===== src/hw/rtl/rfps_pkg.sv =====
// ----------------------------------------------------------------------------
// rfps_pkg
// Shared widths, codes, reset values and types of the flight phase sequencer.
// ----------------------------------------------------------------------------
package rfps_pkg;

  localparam int unsigned CMD_W      = 8;
  localparam int unsigned ACC_W      = 16;
  localparam int unsigned PRESSURE_W = 25;
  localparam int unsigned TIME_W     = 32;
  localparam int unsigned SQ_W       = 32;
  localparam int unsigned PHASE_W    = 3;
  localparam int unsigned PULSE_W    = 8;
  localparam int unsigned CFG_IDX_W  = 8;
  localparam int unsigned CFG_DATA_W = 32;

  localparam int unsigned WINDOW_LEN_DEF = 10;

  // flight phases
  localparam logic [PHASE_W-1:0] PH_WAITING = 3'd0;
  localparam logic [PHASE_W-1:0] PH_POWERED = 3'd1;
  localparam logic [PHASE_W-1:0] PH_COAST   = 3'd2;
  localparam logic [PHASE_W-1:0] PH_DESCENT = 3'd3;
  localparam logic [PHASE_W-1:0] PH_LANDED  = 3'd4;

  // uplink commands
  localparam logic [CMD_W-1:0] CMD_ARM        = 8'd1;
  localparam logic [CMD_W-1:0] CMD_DISARM     = 8'd2;
  localparam logic [CMD_W-1:0] CMD_CAMERA_ON  = 8'd5;
  localparam logic [CMD_W-1:0] CMD_CAMERA_OFF = 8'd6;
  localparam logic [CMD_W-1:0] CMD_CHUTE      = 8'd7;
  localparam logic [CMD_W-1:0] CMD_LAUNCH     = 8'd8;

  // configuration register indexes
  localparam logic [CFG_IDX_W-1:0] CFG_LAUNCH_ACCEL_SQ  = 8'd0;
  localparam logic [CFG_IDX_W-1:0] CFG_BURNOUT_ACCEL_SQ = 8'd1;
  localparam logic [CFG_IDX_W-1:0] CFG_DESCENT_TIMEOUT  = 8'd2;
  localparam logic [CFG_IDX_W-1:0] CFG_CHUTE_PULSE      = 8'd3;

  // configuration reset values (4 g and 2 g squared at 0.0039 g per count)
  localparam logic [SQ_W-1:0]    LAUNCH_ACCEL_SQ_RST  = 32'd1051940;
  localparam logic [SQ_W-1:0]    BURNOUT_ACCEL_SQ_RST = 32'd262985;
  localparam logic [TIME_W-1:0]  DESCENT_TIMEOUT_RST  = 32'd300000;
  localparam logic [PULSE_W-1:0] CHUTE_PULSE_RST      = 8'd30;

  // one frame after the input register
  typedef struct packed {
    logic                  cmd_valid;
    logic [CMD_W-1:0]      cmd_byte;
    logic [PRESSURE_W-1:0] pressure_q8;
    logic [TIME_W-1:0]     time_ms;
    logic [SQ_W-1:0]       acc_sq;
  } frame_t;

endpackage


===== src/hw/rtl/rfps_if.sv =====
// ----------------------------------------------------------------------------
// rfps_if
// Request channels of the flight phase sequencer: frames in, results out and
// configuration writes.
// ----------------------------------------------------------------------------
interface rfps_in_if;
  logic                             valid;
  logic                             ready;
  logic                             cmd_valid;
  logic [rfps_pkg::CMD_W-1:0]       cmd_byte;
  logic signed [rfps_pkg::ACC_W-1:0] accel_x;
  logic signed [rfps_pkg::ACC_W-1:0] accel_y;
  logic signed [rfps_pkg::ACC_W-1:0] accel_z;
  logic [rfps_pkg::PRESSURE_W-1:0]  pressure_q8;
  logic [rfps_pkg::TIME_W-1:0]      time_ms;

  modport source (output valid, cmd_valid, cmd_byte, accel_x, accel_y, accel_z,
                  pressure_q8, time_ms, input ready);
  modport sink (input valid, cmd_valid, cmd_byte, accel_x, accel_y, accel_z,
                pressure_q8, time_ms, output ready);
endinterface

interface rfps_out_if;
  logic                          valid;
  logic                          ready;
  logic [rfps_pkg::PHASE_W-1:0]  flight_phase;
  logic                          chute_on;
  logic                          armed_flag;
  logic                          camera_flag;

  modport source (output valid, flight_phase, chute_on, armed_flag, camera_flag,
                  input ready);
  modport sink (input valid, flight_phase, chute_on, armed_flag, camera_flag,
                output ready);
endinterface

interface rfps_cfg_if;
  logic                            valid;
  logic                            ready;
  logic [rfps_pkg::CFG_IDX_W-1:0]  index;
  logic [rfps_pkg::CFG_DATA_W-1:0] data;

  modport source (output valid, index, data, input ready);
  modport sink (input valid, index, data, output ready);
endinterface


===== src/hw/rtl/rfps_in_stage.sv =====
// ----------------------------------------------------------------------------
// rfps_in_stage
// Input register; squares the accelerometer counts on the way in.
// ----------------------------------------------------------------------------
module rfps_in_stage (
  input  logic             clk_i,
  input  logic             rst_ni,
  rfps_in_if.sink          in_i,
  output logic             valid_o,
  output rfps_pkg::frame_t frame_o,
  input  logic             ready_i
);

  logic             valid_q;
  rfps_pkg::frame_t frame_q;
  rfps_pkg::frame_t frame_d;
  logic             accept;

  logic [rfps_pkg::ACC_W-1:0] mag_x, mag_y, mag_z;
  logic [rfps_pkg::SQ_W-1:0]  sq_x, sq_y, sq_z;

  // magnitude of a two's complement count; -32768 gives 32768 unsigned
  always_comb begin
    mag_x = in_i.accel_x[rfps_pkg::ACC_W-1] ? rfps_pkg::ACC_W'(-in_i.accel_x)
                                            : rfps_pkg::ACC_W'(in_i.accel_x);
    mag_y = in_i.accel_y[rfps_pkg::ACC_W-1] ? rfps_pkg::ACC_W'(-in_i.accel_y)
                                            : rfps_pkg::ACC_W'(in_i.accel_y);
    mag_z = in_i.accel_z[rfps_pkg::ACC_W-1] ? rfps_pkg::ACC_W'(-in_i.accel_z)
                                            : rfps_pkg::ACC_W'(in_i.accel_z);
    sq_x  = rfps_pkg::SQ_W'(mag_x) * rfps_pkg::SQ_W'(mag_x);
    sq_y  = rfps_pkg::SQ_W'(mag_y) * rfps_pkg::SQ_W'(mag_y);
    sq_z  = rfps_pkg::SQ_W'(mag_z) * rfps_pkg::SQ_W'(mag_z);

    frame_d.cmd_valid   = in_i.cmd_valid;
    frame_d.cmd_byte    = in_i.cmd_byte;
    frame_d.pressure_q8 = in_i.pressure_q8;
    frame_d.time_ms     = in_i.time_ms;
    // three squares of at most 2^30 each stay below 2^32
    frame_d.acc_sq      = sq_x + sq_y + sq_z;
  end

  assign in_i.ready = !valid_q || ready_i;
  assign accept     = in_i.valid && in_i.ready;

  always_ff @(posedge clk_i or negedge rst_ni) begin
    if (!rst_ni) begin
      valid_q <= 1'b0;
    end else if (in_i.ready) begin
      valid_q <= in_i.valid;
    end
  end

  always_ff @(posedge clk_i) begin
    if (accept) begin
      frame_q <= frame_d;
    end
  end

  assign valid_o = valid_q;
  assign frame_o = frame_q;

endmodule


===== src/hw/rtl/rfps_window.sv =====
// ----------------------------------------------------------------------------
// rfps_window
// Ring of pressure samples with a running sum; flags the push that wraps.
// ----------------------------------------------------------------------------
module rfps_window #(
  parameter int unsigned WINDOW_LEN = rfps_pkg::WINDOW_LEN_DEF
) (
  input  logic                                          clk_i,
  input  logic                                          rst_ni,
  input  logic                                          push_i,
  input  logic [rfps_pkg::PRESSURE_W-1:0]               pressure_i,
  output logic                                          wrap_o,
  output logic [rfps_pkg::PRESSURE_W+$clog2(WINDOW_LEN)-1:0] sum_o
);

  localparam int unsigned SUM_W  = rfps_pkg::PRESSURE_W + $clog2(WINDOW_LEN);
  localparam int unsigned POS_W  = $clog2(WINDOW_LEN);
  localparam int unsigned FILL_W = $clog2(WINDOW_LEN + 1);

  logic [rfps_pkg::PRESSURE_W-1:0] win_q [WINDOW_LEN];
  logic [POS_W-1:0]  pos_q;
  logic [FILL_W-1:0] fill_q;
  logic [SUM_W-1:0]  sum_q;
  logic [SUM_W-1:0]  sum_d;
  logic              full;
  logic              last;

  assign full = (fill_q == FILL_W'(WINDOW_LEN));
  assign last = (pos_q == POS_W'(WINDOW_LEN - 1));

  // drop the oldest sample only once the ring is full
  always_comb begin
    if (full) begin
      sum_d = sum_q - SUM_W'(win_q[pos_q]) + SUM_W'(pressure_i);
    end else begin
      sum_d = sum_q + SUM_W'(pressure_i);
    end
  end

  always_ff @(posedge clk_i or negedge rst_ni) begin
    if (!rst_ni) begin
      pos_q  <= '0;
      fill_q <= '0;
      sum_q  <= '0;
    end else if (push_i) begin
      pos_q <= last ? '0 : pos_q + POS_W'(1);
      if (!full) begin
        fill_q <= fill_q + FILL_W'(1);
      end
      sum_q <= sum_d;
    end
  end

  always_ff @(posedge clk_i) begin
    if (push_i) begin
      win_q[pos_q] <= pressure_i;
    end
  end

  assign wrap_o = last;
  assign sum_o  = sum_d;

  a_fill_bound: assert property (@(posedge clk_i) disable iff (!rst_ni)
    fill_q <= FILL_W'(WINDOW_LEN))
    else $error("window fill beyond its length");

  a_pos_tracks_fill: assert property (@(posedge clk_i) disable iff (!rst_ni)
    !full |-> (FILL_W'(pos_q) == fill_q))
    else $error("write position out of step with fill while filling");

endmodule


===== src/hw/rtl/rfps_core.sv =====
// ----------------------------------------------------------------------------
// rfps_core
// Command handling, chute pulse, phase transitions and the result register.
// ----------------------------------------------------------------------------
module rfps_core #(
  parameter int unsigned WINDOW_LEN = rfps_pkg::WINDOW_LEN_DEF
) (
  input  logic                                          clk_i,
  input  logic                                          rst_ni,
  input  logic                                          valid_i,
  input  rfps_pkg::frame_t                              frame_i,
  output logic                                          ready_o,
  rfps_cfg_if.sink                                      cfg_i,
  rfps_out_if.source                                    out_o,
  output logic                                          push_o,
  output logic [rfps_pkg::PRESSURE_W-1:0]               pressure_o,
  input  logic                                          wrap_i,
  input  logic [rfps_pkg::PRESSURE_W+$clog2(WINDOW_LEN)-1:0] sum_i
);

  localparam int unsigned SUM_W = rfps_pkg::PRESSURE_W + $clog2(WINDOW_LEN);

  // configuration
  logic [rfps_pkg::SQ_W-1:0]    launch_sq_q;
  logic [rfps_pkg::SQ_W-1:0]    burnout_sq_q;
  logic [rfps_pkg::TIME_W-1:0]  timeout_q;
  logic [rfps_pkg::PULSE_W-1:0] pulse_q;

  // flight state
  logic [rfps_pkg::PHASE_W-1:0] phase_q, phase_d;
  logic [rfps_pkg::CMD_W-1:0]   last_cmd_q, last_cmd_d;
  logic                         armed_q, armed_d;
  logic                         camera_q, camera_d;
  logic                         fired_q, fired_d;
  logic [rfps_pkg::PULSE_W-1:0] chute_cnt_q, chute_cnt_d;
  logic [SUM_W-1:0]             prev_sum_q, prev_sum_d;
  logic [rfps_pkg::TIME_W-1:0]  start_ms_q, start_ms_d;

  logic [rfps_pkg::PULSE_W-1:0] cnt_mid;
  logic                         chute_on;
  logic [rfps_pkg::TIME_W-1:0]  elapsed;

  // result register
  logic                         out_valid_q;
  logic [rfps_pkg::PHASE_W-1:0] res_phase_q;
  logic                         res_chute_q;
  logic                         res_armed_q;
  logic                         res_camera_q;

  logic proc;

  assign ready_o = !out_valid_q || out_o.ready;
  assign proc    = valid_i && ready_o;

  assign cfg_i.ready = 1'b1;

  always_ff @(posedge clk_i or negedge rst_ni) begin
    if (!rst_ni) begin
      launch_sq_q  <= rfps_pkg::LAUNCH_ACCEL_SQ_RST;
      burnout_sq_q <= rfps_pkg::BURNOUT_ACCEL_SQ_RST;
      timeout_q    <= rfps_pkg::DESCENT_TIMEOUT_RST;
      pulse_q      <= rfps_pkg::CHUTE_PULSE_RST;
    end else if (cfg_i.valid) begin
      case (cfg_i.index)
        rfps_pkg::CFG_LAUNCH_ACCEL_SQ:  launch_sq_q  <= cfg_i.data;
        rfps_pkg::CFG_BURNOUT_ACCEL_SQ: burnout_sq_q <= cfg_i.data;
        rfps_pkg::CFG_DESCENT_TIMEOUT:  timeout_q    <= cfg_i.data;
        rfps_pkg::CFG_CHUTE_PULSE:      pulse_q      <= cfg_i.data[rfps_pkg::PULSE_W-1:0];
        default: ;
      endcase
    end
  end

  assign push_o     = proc && (phase_q == rfps_pkg::PH_COAST);
  assign pressure_o = frame_i.pressure_q8;
  assign elapsed    = frame_i.time_ms - start_ms_q;

  always_comb begin
    last_cmd_d = last_cmd_q;
    armed_d    = armed_q;
    camera_d   = camera_q;
    fired_d    = fired_q;
    cnt_mid    = chute_cnt_q;

    if (frame_i.cmd_valid) begin
      last_cmd_d = frame_i.cmd_byte;
      case (frame_i.cmd_byte)
        rfps_pkg::CMD_ARM:        armed_d  = 1'b1;
        rfps_pkg::CMD_DISARM:     armed_d  = 1'b0;
        rfps_pkg::CMD_CAMERA_ON:  camera_d = 1'b1;
        rfps_pkg::CMD_CAMERA_OFF: camera_d = 1'b0;
        rfps_pkg::CMD_CHUTE: begin
          // fire once only
          if (!fired_q) begin
            fired_d = 1'b1;
            cnt_mid = pulse_q;
          end
        end
        default: ;
      endcase
    end

    chute_on    = (cnt_mid != '0);
    chute_cnt_d = chute_on ? cnt_mid - rfps_pkg::PULSE_W'(1) : cnt_mid;

    phase_d    = phase_q;
    prev_sum_d = prev_sum_q;
    start_ms_d = start_ms_q;
    case (phase_q)
      rfps_pkg::PH_WAITING: begin
        if (last_cmd_d == rfps_pkg::CMD_LAUNCH || frame_i.acc_sq >= launch_sq_q) begin
          phase_d = rfps_pkg::PH_POWERED;
        end
      end
      rfps_pkg::PH_POWERED: begin
        if (frame_i.acc_sq < burnout_sq_q) begin
          phase_d = rfps_pkg::PH_COAST;
        end
      end
      rfps_pkg::PH_COAST: begin
        // apogee: a full window summing above the previous full window
        if (wrap_i) begin
          if (prev_sum_q != '0 && sum_i > prev_sum_q) begin
            phase_d    = rfps_pkg::PH_DESCENT;
            start_ms_d = frame_i.time_ms;
          end else begin
            prev_sum_d = sum_i;
          end
        end
      end
      rfps_pkg::PH_DESCENT: begin
        if (elapsed > timeout_q) begin
          phase_d = rfps_pkg::PH_LANDED;
        end
      end
      default: ;
    endcase
  end

  always_ff @(posedge clk_i or negedge rst_ni) begin
    if (!rst_ni) begin
      phase_q     <= rfps_pkg::PH_WAITING;
      last_cmd_q  <= '0;
      armed_q     <= 1'b0;
      camera_q    <= 1'b0;
      fired_q     <= 1'b0;
      chute_cnt_q <= '0;
      prev_sum_q  <= '0;
      start_ms_q  <= '0;
      out_valid_q <= 1'b0;
    end else begin
      if (proc) begin
        phase_q     <= phase_d;
        last_cmd_q  <= last_cmd_d;
        armed_q     <= armed_d;
        camera_q    <= camera_d;
        fired_q     <= fired_d;
        chute_cnt_q <= chute_cnt_d;
        prev_sum_q  <= prev_sum_d;
        start_ms_q  <= start_ms_d;
      end
      if (ready_o) begin
        out_valid_q <= proc;
      end
    end
  end

  always_ff @(posedge clk_i) begin
    if (proc) begin
      res_phase_q  <= phase_d;
      res_chute_q  <= chute_on;
      res_armed_q  <= armed_d;
      res_camera_q <= camera_d;
    end
  end

  assign out_o.valid        = out_valid_q;
  assign out_o.flight_phase = res_phase_q;
  assign out_o.chute_on     = res_chute_q;
  assign out_o.armed_flag   = res_armed_q;
  assign out_o.camera_flag  = res_camera_q;

  a_landed_holds: assert property (@(posedge clk_i) disable iff (!rst_ni)
    phase_q == rfps_pkg::PH_LANDED |=> phase_q == rfps_pkg::PH_LANDED)
    else $error("landed phase left");

  a_pulse_needs_fire: assert property (@(posedge clk_i) disable iff (!rst_ni)
    chute_cnt_q != '0 |-> fired_q)
    else $error("chute pulse running without a firing");

  a_descent_stamp: assert property (@(posedge clk_i) disable iff (!rst_ni)
    proc && phase_q == rfps_pkg::PH_COAST && phase_d == rfps_pkg::PH_DESCENT
    |=> phase_q == rfps_pkg::PH_DESCENT && start_ms_q == $past(frame_i.time_ms))
    else $error("descent entry time not captured");

endmodule


===== src/hw/rtl/rocket_flight_phase_sequencer_unit.sv =====
// ----------------------------------------------------------------------------
// rocket_flight_phase_sequencer_unit
// Flight phase sequencer: one result request for every frame request.
// ----------------------------------------------------------------------------
// A frame request is taken in every clock cycle while the result side keeps
// up. The three accelerometer squares and their sum are formed ahead of the
// input register. The command, chute, phase and pressure window update run
// between the input register and the result register. A result request is
// offered from the result register and holds until it is taken.
// With both registers full and the result side stalled, the input stalls too.
// The clock is set by the longer of two paths: the 16x16 squares with their
// three-way add, or the window add with the apogee compare. Configuration
// writes are taken at any time and apply to frames processed afterwards;
// write them while the unit is idle.
// ----------------------------------------------------------------------------
module rocket_flight_phase_sequencer_unit #(
  parameter int unsigned WINDOW_LEN = rfps_pkg::WINDOW_LEN_DEF
) (
  input  logic        clk_i,
  input  logic        rst_ni,
  rfps_in_if.sink     in_i,
  rfps_cfg_if.sink    cfg_i,
  rfps_out_if.source  out_o
);

  localparam int unsigned SUM_W = rfps_pkg::PRESSURE_W + $clog2(WINDOW_LEN);

  logic                            frame_valid;
  logic                            frame_ready;
  rfps_pkg::frame_t                frame;
  logic                            push;
  logic [rfps_pkg::PRESSURE_W-1:0] pressure;
  logic                            wrap;
  logic [SUM_W-1:0]                sum;

  rfps_in_stage u_in_stage (
    .clk_i   (clk_i),
    .rst_ni  (rst_ni),
    .in_i    (in_i),
    .valid_o (frame_valid),
    .frame_o (frame),
    .ready_i (frame_ready)
  );

  rfps_window #(
    .WINDOW_LEN (WINDOW_LEN)
  ) u_window (
    .clk_i      (clk_i),
    .rst_ni     (rst_ni),
    .push_i     (push),
    .pressure_i (pressure),
    .wrap_o     (wrap),
    .sum_o      (sum)
  );

  rfps_core #(
    .WINDOW_LEN (WINDOW_LEN)
  ) u_core (
    .clk_i      (clk_i),
    .rst_ni     (rst_ni),
    .valid_i    (frame_valid),
    .frame_i    (frame),
    .ready_o    (frame_ready),
    .cfg_i      (cfg_i),
    .out_o      (out_o),
    .push_o     (push),
    .pressure_o (pressure),
    .wrap_i     (wrap),
    .sum_i      (sum)
  );

endmodule

===== src/flat_wrapper.sv =====
// flat-port wrapper written by rule: the top's interface ports become plain ports
module rocket_flight_phase_sequencer_unit_flat 
#(
  parameter int unsigned WINDOW_LEN = rfps_pkg::WINDOW_LEN_DEF
)
  (clk_i, rst_ni, in_i_valid, in_i_cmd_valid, in_i_cmd_byte, in_i_accel_x, in_i_accel_y, in_i_accel_z, in_i_pressure_q8, in_i_time_ms, in_i_ready, cfg_i_valid, cfg_i_index, cfg_i_data, cfg_i_ready, out_o_valid, out_o_flight_phase, out_o_chute_on, out_o_armed_flag, out_o_camera_flag, out_o_ready);
  rfps_in_if in_i_i ();
  rfps_cfg_if cfg_i_i ();
  rfps_out_if out_o_i ();
  input  logic clk_i;
  input  logic rst_ni;
  input wire logic [$bits(in_i_i.valid)-1:0] in_i_valid;
  input wire logic [$bits(in_i_i.cmd_valid)-1:0] in_i_cmd_valid;
  input wire logic [$bits(in_i_i.cmd_byte)-1:0] in_i_cmd_byte;
  input wire logic [$bits(in_i_i.accel_x)-1:0] in_i_accel_x;
  input wire logic [$bits(in_i_i.accel_y)-1:0] in_i_accel_y;
  input wire logic [$bits(in_i_i.accel_z)-1:0] in_i_accel_z;
  input wire logic [$bits(in_i_i.pressure_q8)-1:0] in_i_pressure_q8;
  input wire logic [$bits(in_i_i.time_ms)-1:0] in_i_time_ms;
  output wire logic [$bits(in_i_i.ready)-1:0] in_i_ready;
  input wire logic [$bits(cfg_i_i.valid)-1:0] cfg_i_valid;
  input wire logic [$bits(cfg_i_i.index)-1:0] cfg_i_index;
  input wire logic [$bits(cfg_i_i.data)-1:0] cfg_i_data;
  output wire logic [$bits(cfg_i_i.ready)-1:0] cfg_i_ready;
  output wire logic [$bits(out_o_i.valid)-1:0] out_o_valid;
  output wire logic [$bits(out_o_i.flight_phase)-1:0] out_o_flight_phase;
  output wire logic [$bits(out_o_i.chute_on)-1:0] out_o_chute_on;
  output wire logic [$bits(out_o_i.armed_flag)-1:0] out_o_armed_flag;
  output wire logic [$bits(out_o_i.camera_flag)-1:0] out_o_camera_flag;
  input wire logic [$bits(out_o_i.ready)-1:0] out_o_ready;
  assign in_i_i.valid = in_i_valid;
  assign in_i_i.cmd_valid = in_i_cmd_valid;
  assign in_i_i.cmd_byte = in_i_cmd_byte;
  assign in_i_i.accel_x = in_i_accel_x;
  assign in_i_i.accel_y = in_i_accel_y;
  assign in_i_i.accel_z = in_i_accel_z;
  assign in_i_i.pressure_q8 = in_i_pressure_q8;
  assign in_i_i.time_ms = in_i_time_ms;
  assign in_i_ready = in_i_i.ready;
  assign cfg_i_i.valid = cfg_i_valid;
  assign cfg_i_i.index = cfg_i_index;
  assign cfg_i_i.data = cfg_i_data;
  assign cfg_i_ready = cfg_i_i.ready;
  assign out_o_valid = out_o_i.valid;
  assign out_o_flight_phase = out_o_i.flight_phase;
  assign out_o_chute_on = out_o_i.chute_on;
  assign out_o_armed_flag = out_o_i.armed_flag;
  assign out_o_camera_flag = out_o_i.camera_flag;
  assign out_o_i.ready = out_o_ready;
  rocket_flight_phase_sequencer_unit #(.WINDOW_LEN(WINDOW_LEN)) u_core (.clk_i(clk_i), .rst_ni(rst_ni), .in_i(in_i_i), .cfg_i(cfg_i_i), .out_o(out_o_i));
endmodule

===== config.mk =====
export PLATFORM = sky130hd
export DESIGN_NAME = rocket_flight_phase_sequencer_unit_flat
export DESIGN_NICKNAME = d
export VERILOG_FILES = /design/src/hw/rtl/rfps_pkg.sv /design/src/hw/rtl/rfps_if.sv /design/src/hw/rtl/rfps_in_stage.sv /design/src/hw/rtl/rfps_window.sv /design/src/hw/rtl/rfps_core.sv /design/src/hw/rtl/rocket_flight_phase_sequencer_unit.sv /design/src/flat_wrapper.sv
export SDC_FILE = /design/constraint.sdc
export NUM_CORES = 2
export LEC_CHECK = 0
export BUFFER_PORTS_ARGS = -buffer_cell sky130_fd_sc_hd__buf_2
export CORE_UTILIZATION = 35
export CTS_BUF_LIST = sky130_fd_sc_hd__clkbuf_8
export DETAILED_ROUTE_END_ITERATION = 7
export PLACE_DENSITY = 0.53
export SETUP_SLACK_MARGIN = 0.05
export SKIP_LAST_GASP = 1
export SYNTH_ARGS = -nofsm -noshare
export SYNTH_HDL_FRONTEND = slang
export SYNTH_SLANG_ARGS = --single-unit

===== constraint.sdc =====
create_clock -name clk_i -period 10.5 [get_ports clk_i]
set_input_delay 0 -clock clk_i [delete_from_list [all_inputs] [get_ports clk_i]]
set_output_delay 0 -clock clk_i [all_outputs]
set_load 0.02 [all_outputs]

==> results.json <==
{
  "clock_tree.root_cell": "sky130_fd_sc_hd__clkbuf_8",
  "totalWireLength_mm": 132,
  "grt_remaining_overflow": 0,
  "vias_per_cell": 4.75,
  "worstPathMaxFanout": 7,
  "drtIter0Drc": 1654,
  "synth-simple-area-share_pct": 7.77,
  "critical_path.max_stage_delay_ps": 540,
  "failed_checks": "design-rule violations",
  "cp.required_ps": 10990,
  "synth_top_family_by_area": "adder cells",
  "design.die.area_um2": 150000,
  "final_max_slew_viol_count": 0,
  "syn_area_um2": 52100,
  "share_of_flip_flops_with_an_asynchronous_set_or_reset_after_synthesis_pct": 39.0,
  "r2r.worst_path.cells": 25,
  "synth_adder_area_share_pct": 35.8,
  "tns_ps": 0,
  "timing.rr.end": "u_core.u_core.start_ms_q[0]",
  "rsz0062_at_grt": "no",
  "multi_input_comb_area_um2": 31200,
  "timing.fmax_mhz": 103,
  "synth_xor_xnor_area_share_pct": 2.89,
  "pin_count_of_the_biggest_net_entering_global_routing": 86,
  "num_io_pins": 168,
  "critical_path_cell_count": 35,
  "most_frequently_used_flop_master_after_synthesis": "sky130_fd_sc_hd__edfxtp_1",
  "clock-sinks": 580,
  "critPathKind": "in2reg",
  "critPathCaptureType": "register",
  "worst_r2r_startpoint": "u_core.u_window.pos_q[0]",
  "drcViolationCount": 4,
  "netlist_top_cells_area": "sky130_fd_sc_hd__fa_1 (25%), sky130_fd_sc_hd__edfxtp_1 (20%), sky130_fd_sc_hd__ha_1 (11%)",
  "hpwl_mm": 106,
  "synthesis.yosys.warnings": 0,
  "timing_hold_violations_final": 0,
  "place.port_buffers": 166,
  "run_status": "complete, but fails checks",
  "yosysTopAreaCellShare_pct": 24.5,
  "wire_length_of_the_first_global_routing_pass_mm": 210,
  "holdCritPathClass": "in2reg",
  "synthMuxAreaShare_pct": 5.42,
  "grt_pass1_vias": 37500,
  "post_synth_inst_count": 4862,
  "drive_above_1_share_pct": 11.5,
  "clock_latency_ps": 780,
  "total_track_usage_pct": 18.0,
  "setup.worst_path.end": "u_core.u_in_stage.frame_o[30]",
  "worstSetupStartpoint": "in_i_accel_x[0]",
  "max_slew_margin_pct": 32.5,
  "maxCapViolations": 0,
  "post-cts-setup-buffer-count": 0,
  "synth-seq-area-share_pct": 31.3,
  "synth.most_common_cell": "sky130_fd_sc_hd__inv_1",
  "fp.dieW_um": 388,
  "row_count": 141,
  "count_of_unique_library_cells_instantiated_by_yosys": 87,
  "finish.net_count": 6617,
  "tritoncts": "yes",
  "critical_path_buf_inv_count": 8,
  "critical_path.slowest_cell": "sky130_fd_sc_hd__dlygate4sd3_1",
  "n_fill_cell": 14400,
  "postRouteAntennaNets": 0,
  "tightestPinTransition_ps": 1010,
  "clk_path_buf_depth": 3,
  "synth_top_cell_by_area": "sky130_fd_sc_hd__fa_1",
  "core_area_um2": 148000,
  "layout-area-overhead-vs-synth_pct": 14.8,
  "wl_per_cell_um": 17.9,
  "path_common_cell": "sky130_fd_sc_hd__fa_1",
  "fp.dieH_um": 388,
  "clock_tree.htree_level_count": 3,
  "min_path_cells": 4,
  "floorplan.initialDensity_pct": 35.3,
  "regToRegSetupSlack_ps": 1750,
  "cp-start-kind": "input port",
  "finish_stage_setup_viols": 0,
  "tritoncts_buffer_count": 92,
  "seqCellArea_um2": 16300,
  "cp.arrival_ps": 10230,
  "min_period_ps": 9740,
  "clk_pin_slew_ps": 60,
  "detailroute.via_count": 35000,
  "yosys-top-cells-count": "sky130_fd_sc_hd__inv_1 (1150), sky130_fd_sc_hd__fa_1 (638), sky130_fd_sc_hd__ha_1 (469), sky130_fd_sc_hd__edfxtp_1 (354), sky130_fd_sc_hd__nand2_1 (340)",
  "number_of_search_and_repair_iterations_in_the_first_detailed_routing_pass": 7,
  "globalplace.congestion": 0.920,
  "grt_antenna_before_repair": 30,
  "edff_count_synth": 354,
  "fin_crit_sh_pct": 92.7,
  "synth.ff_latch_count": 580,
  "post_syn_area_per_cell_um2": 10.7,
  "kind_of_cell_with_the_highest_combined_delay_on_the_critical_path": "adder cells",
  "final_skew_ps": 57.7,
  "synth_compound_area_share_pct": 7.67
}
-- cell families (layout without fill, tap and decap cells) --
| group | after synthesis | in the layout |
|---|---|---|
| fa+ha+maj | 1107 | 1107 |
| xor+xnor | 172 | 172 |
| mux | 203 | 203 |
| other cells | 2 | 49 |
| flops | 580 | 580 |
| simple gates | 907 | 907 |
| compound gates | 630 | 630 |
| buf+inv | 1261 | 1790 |
-- tightest hold or removal path, stage by stage --
cell and delay, ps:
sky130_fd_sc_hd__dlygate4sd3_1 510, sky130_fd_sc_hd__buf_2 160, sky130_fd_sc_hd__nand2_1 60, sky130_fd_sc_hd__o21ai_0 60
-- per-stage QoR --
| step | cells | instance area [um^2] | setup WS (ps) | util, % | hold slack [ps] |
|---|---|---|---|---|---|
| finish | 7368 | 59800 | 763 | 40.5 | 82.7 |
| global placement | 6989 | 55900 | 631 | 37.8 | 139 |
| CTS | 7358 | 59700 | 879 | 40.5 | 0.490 |
| global route | 7365 | 59800 | 353 | 40.5 | 48.0 |
| detailed placement | 6989 | 55900 | 541 | 37.8 | 148 |
| floorplan | 4899 | 52200 | 981 | - | -296 |
-- state kept, by name, summed over array words and instances (netlist names), 3 cells and up --
signal                            count
u_core.u_core.out_o.flight_phase      3
u_core.u_core.chute_cnt_q             8
u_core.u_core.last_cmd_q              8
u_core.u_core.launch_sq_q            32
u_core.u_window.sum_q                29
u_core.u_core.phase_q                 3
u_core.u_window.fill_q                4
u_core.u_in_stage.frame_o            98
u_core.u_core.start_ms_q             32
u_core.u_core.pulse_q                 8
u_core.u_core.prev_sum_q             29
u_core.u_core.burnout_sq_q           32
u_core.u_core.timeout_q              32
u_core.u_window.win_q               250
u_core.u_window.pos_q                 4
-- metal layers --
| metal | vias to the layer above | global-route usage (%) | wire (um) |
|---|---|---|---|
| met2 | 660 | 30.5 | 63900 |
| met5 | - | 0 | 63 |
| li1 | 16700 | - | - |
| met4 | 10 | 5.09 | 3450 |
| met1 | 17400 | 23.8 | 58800 |
| met3 | 206 | 2.58 | 5570 |
-- worst min path at each step --
stage                    startpoint                            end
global route        in_i_accel_y[0]   u_core.u_in_stage.frame_o[0]
detailed placement           rst_ni    u_core.u_core.last_cmd_q[5]
finish                cfg_i_data[4]   u_core.u_core.launch_sq_q[4]
CTS                  cfg_i_data[25]  u_core.u_core.launch_sq_q[25]
global placement             rst_ni    u_core.u_core.last_cmd_q[5]
floorplan                    rst_ni          u_core.u_core.armed_q
-- placed cells by master (no fill, tap or decap), types with 23 or more instances in the layout --
master | Yosys | layout
sky130_fd_sc_hd__conb_1 | 2 | 39
sky130_fd_sc_hd__nand2b_1 | 23 | 23
sky130_fd_sc_hd__dlygate4sd3_1 | 0 | 197
sky130_fd_sc_hd__mux4_2 | 50 | 50
sky130_fd_sc_hd__nor3_1 | 43 | 38
sky130_fd_sc_hd__buf_2 | 1 | 165
sky130_fd_sc_hd__a21oi_1 | 153 | 153
sky130_fd_sc_hd__dfstp_2 | 24 | 24
sky130_fd_sc_hd__and2_1 | 33 | 31
sky130_fd_sc_hd__dfrtp_1 | 202 | 199
sky130_fd_sc_hd__a21o_1 | 99 | 99
sky130_fd_sc_hd__nand4_1 | 37 | 37
sky130_fd_sc_hd__a211oi_1 | 33 | 33
sky130_fd_sc_hd__clkbuf_8 | 0 | 100
sky130_fd_sc_hd__xnor2_1 | 100 | 100
sky130_fd_sc_hd__ha_1 | 469 | 469
sky130_fd_sc_hd__xor2_1 | 72 | 72
sky130_fd_sc_hd__o21ai_0 | 177 | 176
sky130_fd_sc_hd__a31oi_1 | 25 | 25
sky130_fd_sc_hd__edfxtp_1 | 354 | 354
sky130_fd_sc_hd__fa_1 | 638 | 638
sky130_fd_sc_hd__inv_1 | 1150 | 1185
sky130_fd_sc_hd__buf_4 | 1 | 90
sky130_fd_sc_hd__nand2_1 | 340 | 340
sky130_fd_sc_hd__nor2_1 | 308 | 305
sky130_fd_sc_hd__mux2i_1 | 36 | 36
sky130_fd_sc_hd__mux2_2 | 114 | 114
-- timing repair --
item,in CTS,in global routing
endpoints found under the hold margin,290,0
setup endpoints to repair,0,0
hold buffers,198,0
resized for setup,0,0
-- cell type report --
cell class              count  area share, %
multi-input cells        3058           52.3
flip-flops and latches    580           27.3
inverters                1165           7.32
repair buffers            454           5.88
well taps                1930           4.04
clock buffers             100           2.30
clock inverters            71          0.854
diodes                     10         0.0419
Power is not shown: default switching activity piles up to over one toggle a cycle in this logic, so the estimate is an artifact.
